<file path="config.mk">
export PLATFORM = sky130hd
export DESIGN_NAME = ultrasonic_depth_ranger_unit
export DESIGN_NICKNAME = d
export VERILOG_FILES = /design/src/hw/rtl/udr_pkg.sv /design/src/hw/rtl/ultrasonic_depth_ranger_unit.sv /design/src/hw/rtl/udr_cfg.sv /design/src/hw/rtl/udr_seq.sv /design/src/hw/rtl/udr_depth.sv
export SDC_FILE = /design/constraint.sdc
export NUM_CORES = 1
export LEC_CHECK = 0
export BUFFER_PORTS_ARGS = -buffer_cell sky130_fd_sc_hd__buf_2
export CAP_MARGIN = 5
export CORE_MARGIN = 8
export CORE_UTILIZATION = 63
export DETAILED_ROUTE_END_ITERATION = 8
export PLACE_DENSITY = 0.84
export SYNTH_ARGS = -nofsm -noshare
export SYNTH_HDL_FRONTEND = slang
export SYNTH_SLANG_ARGS = --single-unit
</file>
<file path="constraint.sdc">
create_clock -name clk -period 12.8 [get_ports clk]
set_input_delay 0 -clock clk [delete_from_list [all_inputs] [get_ports clk]]
set_output_delay 0 -clock clk [all_outputs]
set_load 0.05 [all_outputs]
</file>
<file path="src/hw/rtl/udr_pkg.sv">
// ----------------------------------------------------------------------------
// udr_pkg
// Shared types and constants of the ultrasonic depth ranger.
// ----------------------------------------------------------------------------
package udr_pkg;

  // Width of the phase tick counter; it saturates at its largest value.
  localparam int COUNT_BITS = 20;
  // Compare width that holds both the counter and the widest limit register.
  localparam int CMP_W = (COUNT_BITS > 20) ? COUNT_BITS : 20;

  localparam int DATA_W = 32;
  localparam int ADDR_W = 5;

  // Register indexes of the configuration port (byte address = 4 * index)
  localparam logic [2:0] REG_PIPE_DEPTH = 3'd0;
  localparam logic [2:0] REG_HALF_SPEED = 3'd1;
  localparam logic [2:0] REG_TIMEOUT    = 3'd2;
  localparam logic [2:0] REG_SETTLE     = 3'd3;
  localparam logic [2:0] REG_TRIGGER    = 3'd4;
  localparam logic [2:0] REG_RETRY_GAP  = 3'd5;
  localparam logic [2:0] REG_MEAS_GAP   = 3'd6;

  // Measurement status codes
  localparam logic [1:0] ST_OK      = 2'd0;
  localparam logic [1:0] ST_NO_RISE = 2'd1;
  localparam logic [1:0] ST_NO_FALL = 2'd2;

  // Depth saturation bounds, signed Q8 cm on 20 bits
  localparam logic signed [21:0] DEPTH_MAX = 22'sd262143;
  localparam logic signed [21:0] DEPTH_MIN = -22'sd524288;

  typedef struct packed {
    logic [9:0]  pipe_depth_cm;
    logic [10:0] half_speed_q16;
    logic [15:0] echo_timeout_us;
    logic [7:0]  settle_us;
    logic [7:0]  trigger_us;
    logic [19:0] retry_gap_us;
    logic [19:0] measure_gap_us;
  } cfg_t;

  typedef struct packed {
    logic        trig_level;
    logic        meas_valid;
    logic [1:0]  meas_status;
    logic [15:0] echo_width_us;
  } res_t;

endpackage

</file>
<file path="src/hw/rtl/ultrasonic_depth_ranger_unit.sv">
// ----------------------------------------------------------------------------
// ultrasonic_depth_ranger_unit
// Echo ranging controller driven by one microsecond tick per request.
// ----------------------------------------------------------------------------
// Each input request is one microsecond tick with the sampled echo level and
// produces exactly one result carrying the trigger drive level for that tick,
// plus a measurement or timeout report when one completes. A request is held
// in an input register and its result lands in the result register at the next
// edge the output allows. With the output free, one request is taken every
// clock. The input stalls only when both registers are full and the output is
// stalled. The phase update and the 16x11 depth multiply between the two
// registers set the critical path, not the rate. The user must write the
// configuration over the APB port only while the block is idle; the block
// itself does not enforce this.
module ultrasonic_depth_ranger_unit (
  input  logic                        clk,
  input  logic                        rst_n,
  input  logic                        psel,
  input  logic                        penable,
  input  logic                        pwrite,
  input  logic [udr_pkg::ADDR_W-1:0]  paddr,
  input  logic [udr_pkg::DATA_W-1:0]  pwdata,
  output logic [udr_pkg::DATA_W-1:0]  prdata,
  output logic                        pready,
  input  logic                        in_valid,
  output logic                        in_stall,
  input  logic                        in_echo_level,
  output logic                        out_valid,
  input  logic                        out_stall,
  output logic                        out_trig_level,
  output logic                        out_meas_valid,
  output logic [1:0]                  out_meas_status,
  output logic [15:0]                 out_echo_width_us,
  output logic signed [19:0]          out_depth_q8
);
  import udr_pkg::*;

  cfg_t               cfg;
  res_t               res;
  logic signed [19:0] depth;
  logic               s1_v_r;
  logic               echo_r;
  logic               out_valid_r;
  res_t               res_r;
  logic signed [19:0] depth_r;
  logic               out_free;
  logic               s1_adv;
  logic               in_acc;

  udr_cfg u_cfg (
    .clk     (clk),
    .rst_n   (rst_n),
    .psel    (psel),
    .penable (penable),
    .pwrite  (pwrite),
    .paddr   (paddr),
    .pwdata  (pwdata),
    .prdata  (prdata),
    .pready  (pready),
    .cfg     (cfg)
  );

  udr_seq u_seq (
    .clk   (clk),
    .rst_n (rst_n),
    .step  (s1_adv),
    .echo  (echo_r),
    .cfg   (cfg),
    .res   (res)
  );

  udr_depth u_depth (
    .width    (res.echo_width_us),
    .cfg      (cfg),
    .depth_q8 (depth)
  );

  assign out_free = !out_valid_r || !out_stall;
  assign s1_adv   = s1_v_r && out_free;
  assign in_stall = s1_v_r && !out_free;
  assign in_acc   = in_valid && !in_stall;

  always_ff @(posedge clk) begin
    if (!rst_n) begin
      s1_v_r      <= 1'b0;
      out_valid_r <= 1'b0;
    end else begin
      if (in_acc) begin
        s1_v_r <= 1'b1;
      end else if (s1_adv) begin
        s1_v_r <= 1'b0;
      end
      if (s1_adv) begin
        out_valid_r <= 1'b1;
      end else if (!out_stall) begin
        out_valid_r <= 1'b0;
      end
    end
  end

  always_ff @(posedge clk) begin
    if (in_acc) begin
      echo_r <= in_echo_level;
    end
    if (s1_adv) begin
      res_r   <= res;
      // depth reads zero unless a good measurement completes
      depth_r <= (res.meas_valid && res.meas_status == ST_OK) ? depth : '0;
    end
  end

  assign out_valid         = out_valid_r;
  assign out_trig_level    = res_r.trig_level;
  assign out_meas_valid    = res_r.meas_valid;
  assign out_meas_status   = res_r.meas_status;
  assign out_echo_width_us = res_r.echo_width_us;
  assign out_depth_q8      = depth_r;

`ifndef SYNTH
  a_stall_only_when_full: assert property (@(posedge clk) disable iff (!rst_n)
    in_stall |-> (s1_v_r && out_valid_r && out_stall))
    else $error("input stalled while pipeline has room");

  a_status_needs_valid: assert property (@(posedge clk) disable iff (!rst_n)
    (out_valid && out_meas_status != ST_OK) |-> out_meas_valid)
    else $error("error status without a report");

  a_quiet_when_no_report: assert property (@(posedge clk) disable iff (!rst_n)
    (out_valid && !out_meas_valid) |-> (out_echo_width_us == '0 && out_depth_q8 == '0))
    else $error("width or depth set without a report");

  a_no_report_in_trigger: assert property (@(posedge clk) disable iff (!rst_n)
    (out_valid && out_trig_level) |-> !out_meas_valid)
    else $error("report during trigger pulse");
`endif

endmodule

</file>
<file path="src/hw/rtl/udr_cfg.sv">
// ----------------------------------------------------------------------------
// udr_cfg
// APB register file holding the ranging configuration.
// ----------------------------------------------------------------------------
module udr_cfg (
  input  logic                           clk,
  input  logic                           rst_n,
  input  logic                           psel,
  input  logic                           penable,
  input  logic                           pwrite,
  input  logic [udr_pkg::ADDR_W-1:0]     paddr,
  input  logic [udr_pkg::DATA_W-1:0]     pwdata,
  output logic [udr_pkg::DATA_W-1:0]     prdata,
  output logic                           pready,
  output udr_pkg::cfg_t                  cfg
);
  import udr_pkg::*;

  cfg_t       cfg_r;
  logic       wr_en;
  logic [2:0] reg_idx;

  assign pready  = 1'b1;
  assign wr_en   = psel & penable & pwrite;
  assign reg_idx = paddr[4:2];
  assign cfg     = cfg_r;

  always_ff @(posedge clk) begin
    if (!rst_n) begin
      cfg_r.pipe_depth_cm   <= 10'd250;
      cfg_r.half_speed_q16  <= 11'd1124;
      cfg_r.echo_timeout_us <= 16'd50000;
      cfg_r.settle_us       <= 8'd2;
      cfg_r.trigger_us      <= 8'd10;
      cfg_r.retry_gap_us    <= 20'd100000;
      cfg_r.measure_gap_us  <= 20'd500000;
    end else if (wr_en) begin
      unique case (reg_idx)
        REG_PIPE_DEPTH: cfg_r.pipe_depth_cm   <= pwdata[9:0];
        REG_HALF_SPEED: cfg_r.half_speed_q16  <= pwdata[10:0];
        REG_TIMEOUT:    cfg_r.echo_timeout_us <= pwdata[15:0];
        REG_SETTLE:     cfg_r.settle_us       <= pwdata[7:0];
        REG_TRIGGER:    cfg_r.trigger_us      <= pwdata[7:0];
        REG_RETRY_GAP:  cfg_r.retry_gap_us    <= pwdata[19:0];
        REG_MEAS_GAP:   cfg_r.measure_gap_us  <= pwdata[19:0];
        default: ;
      endcase
    end
  end

  always_comb begin
    unique case (reg_idx)
      REG_PIPE_DEPTH: prdata = DATA_W'(cfg_r.pipe_depth_cm);
      REG_HALF_SPEED: prdata = DATA_W'(cfg_r.half_speed_q16);
      REG_TIMEOUT:    prdata = DATA_W'(cfg_r.echo_timeout_us);
      REG_SETTLE:     prdata = DATA_W'(cfg_r.settle_us);
      REG_TRIGGER:    prdata = DATA_W'(cfg_r.trigger_us);
      REG_RETRY_GAP:  prdata = DATA_W'(cfg_r.retry_gap_us);
      REG_MEAS_GAP:   prdata = DATA_W'(cfg_r.measure_gap_us);
      default:        prdata = '0;
    endcase
  end

endmodule

</file>
<file path="src/hw/rtl/udr_seq.sv">
// ----------------------------------------------------------------------------
// udr_seq
// Phase sequencer: settle, trigger, echo rise wait, echo width, gaps.
// ----------------------------------------------------------------------------
module udr_seq (
  input  logic          clk,
  input  logic          rst_n,
  input  logic          step,
  input  logic          echo,
  input  udr_pkg::cfg_t cfg,
  output udr_pkg::res_t res
);
  import udr_pkg::*;

  typedef enum logic [2:0] {
    PH_SETTLE    = 3'd0,
    PH_TRIG      = 3'd1,
    PH_RISE      = 3'd2,
    PH_FALL      = 3'd3,
    PH_GAP_RETRY = 3'd4,
    PH_GAP_MEAS  = 3'd5
  } phase_t;

  localparam logic [COUNT_BITS-1:0] CNT_MAX = '1;

  phase_t                phase_r, phase_nxt;
  logic [COUNT_BITS-1:0] cnt_r, cnt_nxt, cnt_inc;
  logic [CMP_W-1:0]      cnt_ext;
  logic [CMP_W-1:0]      gap_lim;
  logic                  cnt_full;
  logic                  over_timeout;

  function automatic logic reached(input logic [CMP_W-1:0] c, input logic full,
                                   input logic [CMP_W-1:0] lim);
    reached = (c >= lim) || full;
  endfunction

  assign cnt_inc      = (cnt_r == CNT_MAX) ? cnt_r : cnt_r + 1'b1;
  assign cnt_ext      = CMP_W'(cnt_inc);
  assign cnt_full     = (cnt_inc == CNT_MAX);
  assign over_timeout = cnt_ext > CMP_W'(cfg.echo_timeout_us);
  assign gap_lim      = (phase_r == PH_GAP_RETRY) ? CMP_W'(cfg.retry_gap_us)
                                                  : CMP_W'(cfg.measure_gap_us);

  always_comb begin
    phase_nxt = phase_r;
    cnt_nxt   = cnt_inc;
    res       = '0;
    unique case (phase_r)
      PH_SETTLE: begin
        if (reached(cnt_ext, cnt_full, CMP_W'(cfg.settle_us))) begin
          cnt_nxt   = '0;
          phase_nxt = PH_TRIG;
        end
      end
      PH_TRIG: begin
        res.trig_level = 1'b1;
        if (reached(cnt_ext, cnt_full, CMP_W'(cfg.trigger_us))) begin
          cnt_nxt   = '0;
          phase_nxt = PH_RISE;
        end
      end
      PH_RISE: begin
        if (echo) begin
          // rising tick counts as the first high tick
          cnt_nxt   = COUNT_BITS'(1);
          phase_nxt = PH_FALL;
        end else if (over_timeout) begin
          res.meas_valid  = 1'b1;
          res.meas_status = ST_NO_RISE;
          cnt_nxt         = '0;
          phase_nxt       = (cfg.retry_gap_us == '0) ? PH_SETTLE : PH_GAP_RETRY;
        end
      end
      PH_FALL: begin
        if (!echo) begin
          res.meas_valid    = 1'b1;
          res.meas_status   = ST_OK;
          res.echo_width_us = cnt_r[15:0];
          cnt_nxt           = '0;
          phase_nxt         = (cfg.measure_gap_us == '0) ? PH_SETTLE : PH_GAP_MEAS;
        end else if (over_timeout) begin
          res.meas_valid  = 1'b1;
          res.meas_status = ST_NO_FALL;
          cnt_nxt         = '0;
          phase_nxt       = (cfg.retry_gap_us == '0) ? PH_SETTLE : PH_GAP_RETRY;
        end
      end
      PH_GAP_RETRY, PH_GAP_MEAS: begin
        if (reached(cnt_ext, cnt_full, gap_lim)) begin
          cnt_nxt   = '0;
          phase_nxt = PH_SETTLE;
        end
      end
      default: begin
        cnt_nxt   = '0;
        phase_nxt = PH_SETTLE;
      end
    endcase
  end

  always_ff @(posedge clk) begin
    if (!rst_n) begin
      phase_r <= PH_SETTLE;
      cnt_r   <= '0;
    end else if (step) begin
      phase_r <= phase_nxt;
      cnt_r   <= cnt_nxt;
    end
  end

endmodule

</file>
<file path="src/hw/rtl/udr_depth.sv">
// ----------------------------------------------------------------------------
// udr_depth
// Depth from echo width: pipe depth minus rounded width times half speed.
// ----------------------------------------------------------------------------
module udr_depth (
  input  logic [15:0]        width,
  input  udr_pkg::cfg_t      cfg,
  output logic signed [19:0] depth_q8
);
  import udr_pkg::*;

  logic [26:0]        prod;
  logic [27:0]        rounded;
  logic [19:0]        travel;
  logic [17:0]        base;
  logic signed [21:0] diff;

  assign prod    = 27'(width) * 27'(cfg.half_speed_q16);
  // round Q16 product to Q8
  assign rounded = 28'(prod) + 28'd128;
  assign travel  = rounded[27:8];
  assign base    = {cfg.pipe_depth_cm, 8'd0};
  assign diff    = $signed({4'd0, base}) - $signed({2'd0, travel});

  always_comb begin
    priority if (diff > DEPTH_MAX) begin
      depth_q8 = DEPTH_MAX[19:0];
    end else if (diff < DEPTH_MIN) begin
      depth_q8 = DEPTH_MIN[19:0];
    end else begin
      depth_q8 = diff[19:0];
    end
  end

endmodule

</file>
# Word-level counts from Yosys, hierarchy flattened
# Cells that the tools add are included.
dict set report word_totals {
  register_bits 159
  in_bits 45
  out_inout_bits 75
  elab_cells 111
}
dict set report classes {
  n_addsub 3
  mul 1
  n_lt_le_gt_ge 6
  eq_ne 17
  muxes 33
  bitwise_logic 3
  n_reduce_logical 29
}
# operator count
set op_table {}
lappend op_table {{$mux 20} 9}
lappend op_table {{$pmux 20 s7} 1}
lappend op_table {{$pmux 20 s5} 1}
lappend op_table {{$eq 20x20->1 const B} 2}
lappend op_table {{$ge 20x8->1} 2}
lappend op_table {{$logic_not 20->1} 2}
lappend op_table {{$mux 3} 12}
lappend op_table {{$mux 16} 2}
lappend op_table {{$add 27x8->28 const B} 1}
lappend op_table {{$mul 16x11->27} 1}
lappend op_table {{$gt 22x19->1 const B} 1}
lappend op_table {{$lt 22x20->1 const B} 1}
lappend op_table {{$sub 18x20->21} 1}
lappend op_table {{$add 20x1->20 const B} 1}
lappend op_table {{$ge 20x20->1} 1}
lappend op_table {{$gt 20x16->1} 1}
lappend op_table {{$mux 18} 1}
lappend op_table {{$eq 3x3->1 const B} 5}
lappend op_table {{$pmux 3 s5} 1}
lappend op_table {{$reduce_and 2->1} 7}
lappend op_table {{$eq 3x2->1 const B} 4}
lappend op_table {{$ne 2x1->1 const B} 4}
lappend op_table {{$eq 3x1->1 const B} 2}
lappend op_table {{$logic_not 3->1} 2}
lappend op_table {{12 further kinds} 27}

# Longest topological paths before layout
dict set report logic_depth {
  depth_word 10
  mapped_depth 41
  mapped_depth_nobuf 34
}

# Hierarchy
# From an unflattened synthesis, not the netlist that was laid out.
dict set report unflattened {
  cells_unflattened 1813
  hier_area_um2 16397.0
}
# module instances cells_each area_each_um2 seq_area_each_um2
set by_module_without_submodules {}
lappend by_module_without_submodules {udr_depth 1 838 7028.0 0.0}
lappend by_module_without_submodules {udr_cfg 1 468 4354.2 1861.8}
lappend by_module_without_submodules {udr_seq 1 435 3533.4 460.4}
lappend by_module_without_submodules {ultrasonic_depth_ranger_unit 1 72 1481.4 1271.2}

# Worst setup path after synthesis
# OpenSTA, ideal clock, no wires.
dict set report synth_timing {
  path_kind {register to register}
  startpoint {register u_seq.phase_r[0]}
  endpoint {register depth_r[16] (netlist: out_depth_q8[16]), data pin}
  setup_ns 0.268
  arrival_ns 8.851
  required_ns 12.532
  setup_slack_ns 3.681
  stages_incl_launch_ff 40
  n_path_buf 7
  period_less_slack_ns 9.119
  path_cell_list {dfxtp_1 clkbuf_1 nand2b_1 clkbuf_1 nor3_1 clkbuf_1 clkbuf_1 and2_1 clkbuf_1 nand2_1 fa_1 inv_1 fa_1 fa_1 fa_1 inv_1 fa_1 inv_1 [4 not listed] nand2_1 nand2_1 o21a_1 nor2_1 nor2b_1 o21ai_0 nand2_1 ha_1 nand3_1 or2_2 nor3b_1 a211oi_1 nor2_1 a211oi_1 or3_1 o31ai_1 clkbuf_1 o21ai_1}
}
# element line
set synth_rtl {}
lappend synth_rtl {{from (decl)} udr_seq.sv:26} ;# phase_t phase_r, phase_nxt;
lappend synth_rtl {{from (signal assigned)} udr_seq.sv:107} ;# phase_r <= phase_nxt;
lappend synth_rtl {{to (signal assigned)} ultrasonic_depth_ranger_unit.sv:108} ;# depth_r <= (res.meas_valid && res.meas_status == ST_OK) ? depth : '0;
lappend synth_rtl {{to (decl)} ultrasonic_depth_ranger_unit.sv:45} ;# logic signed [19:0] depth_r;

# Worst setup path in the final report
dict set report layout_timing {
  startpoint {register u_seq.phase_r[0]}
  endpoint {register depth_r[2] (netlist: out_depth_q8[2]), data pin}
}
dict set report layout_between {
  elab_chain_cells 8
  elab_cells_between_ends 13
  cone_classes {2 x add/sub; 1 x mul; 2 x order compare; 2 x eq/ne; 4 x mux; 2 x reduce/logical}
}
# element line
set layout_rtl {}
lappend layout_rtl {{$eq 3x2->1} udr_seq.sv:49} ;# unique case (phase_r)
lappend layout_rtl {{$mux 16} udr_seq.sv:49}
lappend layout_rtl {{$mul 16x11->27} udr_depth.sv:18} ;# assign prod = 27'(width) * 27'(cfg.half_speed_q16);
lappend layout_rtl {{$add 27x8->28} udr_depth.sv:20} ;# assign rounded = 28'(prod) + 28'd128;
lappend layout_rtl {{$sub 18x20->21} udr_depth.sv:23} ;# assign diff = $signed({4'd0, base}) - $signed({2'd0, travel});
lappend layout_rtl {{$lt 22x20->1} udr_depth.sv:28} ;# end else if (diff < DEPTH_MIN) begin
lappend layout_rtl {{$mux 20} udr_depth.sv:28}
lappend layout_rtl {{$mux 18} udr_depth.sv:26} ;# priority if (diff > DEPTH_MAX) begin
# Parallel ways exist; a longest one is shown, timed or not.
# A chain may end at the register's enable or synchronous reset.

==> impl_metrics.csv <==
group,metric,value,unit
worst_setup_path,worstPathMaxFanout,76,
logic_synthesis,synth.distinct_cells,75,
worst_setup_path,crit_required,12.96,ns
cells_and_area,area_growth,8.81,%
worst_setup_path,worstSetupStartpointType,"register",
logic_synthesis,yosysWarningCount,0,
logic_synthesis,synth_cells,1923,
global_route,globalRouteMet2Util,49.9,%
placement,place_ws,2.99,ns
global_route,overflow,0,
floorplan,die_h,175,µm
detailed_routing,drtIter0Drc,1573,
sta,finalSetupViolCount,0,
floorplan,ios,120,
logic_synthesis,syn_area_per_cell,8.30,µm²
logic_synthesis,yosys.area.top_type,"fa_1",
sta,fmax,100,MHz
clock_tree,path_clk_slew,0.08,ns
floorplan,die_w,175,µm
logic_synthesis,synth_edf_count,41,
clock_tree,cts_sinks,159,
global_route,grtUsageMet3,5.29,%
clock_tree,cts_root_buffer,"clkbuf_16",
sta,fin_skew,0.0196,ns
global_route,grt.busiest_layer,"met2",
global_route,grt_max_degree,123,
placement,hpwlAfterDp,32.7,mm
cells_and_area,drive_gt1_share,8.92,%
detailed_routing,routed_via_density,6.22,
logic_synthesis,synth_area_leaders,"fa_1 16%, dfxtp_1 15%, ha_1 11%, nand2_1 7.7%, edfxtp_1 7.7%",
flow_run,maxCapViolations,0,
worst_setup_path,cp-end-kind,"register",
detailed_routing,first_pass_iters,8,
logic_synthesis,yosys.area.top_type_share,15.8,%
sta,finalSetupTns,0,ns
cells_and_area,final_common_cell,"nand2_1",
logic_synthesis,ys_ff_latch,159,
detailed_routing,drcViolationCount,0,
placement,routabilityCongestion,0.924,
logic_synthesis,synthFlopType,"dfxtp_1",
sta,relSlewSlack,15.8,%
sta,tightest_slew,1.26,ns
worst_setup_path,worstSetupPathType,"register to register",
global_route,antenna_found_initial,0,
logic_synthesis,netlist_area,0.0160,mm²
run_status,status,"finished clean",
detailed_routing,via_count,14300,
detailed_routing,wl,45.6,mm
floorplan,rows,58,
worst_setup_path,cp_common_cell,"fa_1",
worst_setup_path,worstPathArrival,10.11,ns
sta,slew_violations,0,
clock_tree,htreeDepth,4,
detailed_routing,wl_per_cell,19.8,µm
global_route,grt_util_met1,36.0,%
worst_setup_path,slowest_stage,"o31ai_2",
cells_and_area,n_fill_cell,1921,
sta,period_share,77.7,%
floorplan,start_util,63.8,%
sta,finalCriticalPeriod,9.95,ns
power_and_ir_drop,power_density,69.1,mW/mm²
clock_tree,clkLatencyLatePin,0.46,ns
sta,rsz0062_at_grt,"no",
floorplan,coreArea,0.0250,mm²
global_route,grt_pass1_vias,14400,
global_route,grt_pass1_wl,73.9,mm
cells_and_area,final_nets,2271,
clock_tree,numCtsBuffers,17,
cells_and_area,most-common-layout-cells,"329 x nand2_1, 213 x inv_1, 141 x ha_1",
clock_tree,cts_tree,"yes",
worst_hold_path,hold_class,"input pin to register",
power_and_ir_drop,power.leakage,7.98,nW
sta,final-hold-violation-count,0,
power_and_ir_drop,peakVddDrop,0.0750,mV
logic_synthesis,ys_seq_area_share,22.5,%
floorplan,dieArea,0.0307,mm²
logic_synthesis,ys_async_sr_fraction,0,%
global_route,track_usage,29.8,%
detailed_routing,final_antenna_net_count,0,
worst_setup_path,cpPeakStageDelay,0.90,ns
placement,portBuffers,92,
clock_tree,clockBufferDepth,2,
sta,setup_ws,2.85,ns
stage by stage:
| step | cells | power [mW] | cell area [µm²] | hold WS, ns | utilization [%] |
|---|---|---|---|---|---|
| 2_1_floorplan | 1934 | 0.640 | 16000 | 0.0989 | - |
| 3_3_place_gp | 2246 | 0.672 | 16500 | 0.180 | 66.1 |
| 3_5_place_dp | 2246 | 0.675 | 16500 | 0.182 | 66.1 |
| 4_1_cts | 2302 | 1.20 | 17400 | 0.206 | 69.4 |
| 5_1_grt | 2302 | 1.23 | 17400 | 0.236 | 69.4 |
| 6_report | 2303 | 1.20 | 17400 | 0.222 | 69.4 |
power by group:
| group | total [mW] | switching [mW] | internal, mW |
|---|---|---|---|
| Sequential | 0.532 | 0.00887 | 0.523 |
| Clock | 0.529 | 0.265 | 0.264 |
| Combinational | 0.141 | 0.102 | 0.0386 |
state kept, by name, summed over array words and instances, names as in the netlist:
| signal | count |
|---|---|
| out_trig_level | 1 |
| out_depth_q8 | 20 |
| out_meas_status | 2 |
| out_meas_valid | 1 |
| u_seq.phase_r | 3 |
| out_valid | 1 |
| out_echo_width_us | 16 |
| u_cfg.cfg | 93 |
| u_seq.cnt_r | 20 |
| echo_r | 1 |
| s1_v_r | 1 |
cell usage after synthesis, drive strengths merged, types with 13 or more instances:
| library cell | number |
|---|---|
| ha | 141 |
| nor2 | 68 |
| nor2b | 24 |
| xnor2 | 21 |
| dfxtp | 118 |
| clkbuf | 111 |
| a21boi | 52 |
| nor4 | 24 |
| nand4 | 15 |
| a22oi | 13 |
| fa | 126 |
| o21ai | 63 |
| o211ai | 20 |
| a21oi | 63 |
| and3 | 75 |
| a21o | 25 |
| nand2 | 329 |
| and2 | 60 |
| or3 | 14 |
| nor3 | 13 |
| buf | 22 |
| edfxtp | 41 |
| mux2i | 45 |
| nand3 | 60 |
| xor2 | 19 |
| inv | 214 |
final timing paths:
| check | start | slack [ns] | to | cells past startpoint |
|---|---|---|---|---|
| setup / recovery | u_seq.phase_r[0] | 2.85 | out_depth_q8[2] | 33 |
| setup reg to reg | u_seq.phase_r[0] | 2.85 | out_depth_q8[2] | 33 |
| hold reg to reg | u_cfg.cfg[57] | 0.48 | u_cfg.cfg[57] | 2 |
| hold / removal | penable | 0.22 | u_cfg.cfg[41] | 5 |
logic make-up (layout without fill, tap and decap cells):
logic type	after synthesis	in the layout	synth area share (%)
AND/OR/NAND/NOR	721	721	21.9
buffers and inverters	347	385	8.54
AO/OA/AOI/OAI	330	330	13.9
adder cells (fa/ha/maj)	269	269	27.0
flip-flops	159	159	22.5
multiplexers	55	55	3.95
XOR/XNOR	40	40	2.19
other	2	14	0.0470
worst max-delay path, delay by kind of cell (launching register included):
kind                     cells  cell delay (ns)
adder cells (fa/ha/maj)      7             3.36
AND/OR/NAND/NOR             14             2.89
AO/OA/AOI/OAI                8             2.21
buffers and inverters        4             0.67
flip-flops                   1             0.51
layout make-up:
cell class              count  area [µm²]  share of cell area [%]
repair buffers            139         873                    5.03
multi-input cells        1428       11100                    63.9
well taps                 330         413                    2.38
inverters                 214         803                    4.62
clock buffers              18         429                    2.47
clock inverters            14         165                   0.950
diodes                      1        2.50                  0.0144
flip-flops and latches    159        3590                    20.7
timing repair:
item / CTS / global route
hold endpoints to repair: 94 / 0
hold buffers: 24 / 0
gates resized for setup: 0 / 0
setup buffers: 0 / 0
per-layer routing:
metal,wire length (µm),part of all wire [%],vias up
met3,3650,8.0,201
met5,0,0,-
li1,-,-,6531
met2,22100,48,744
met4,2520,5.5,0
met1,17400,38,6860
Note: power is estimated with default switching activity, not from simulation.
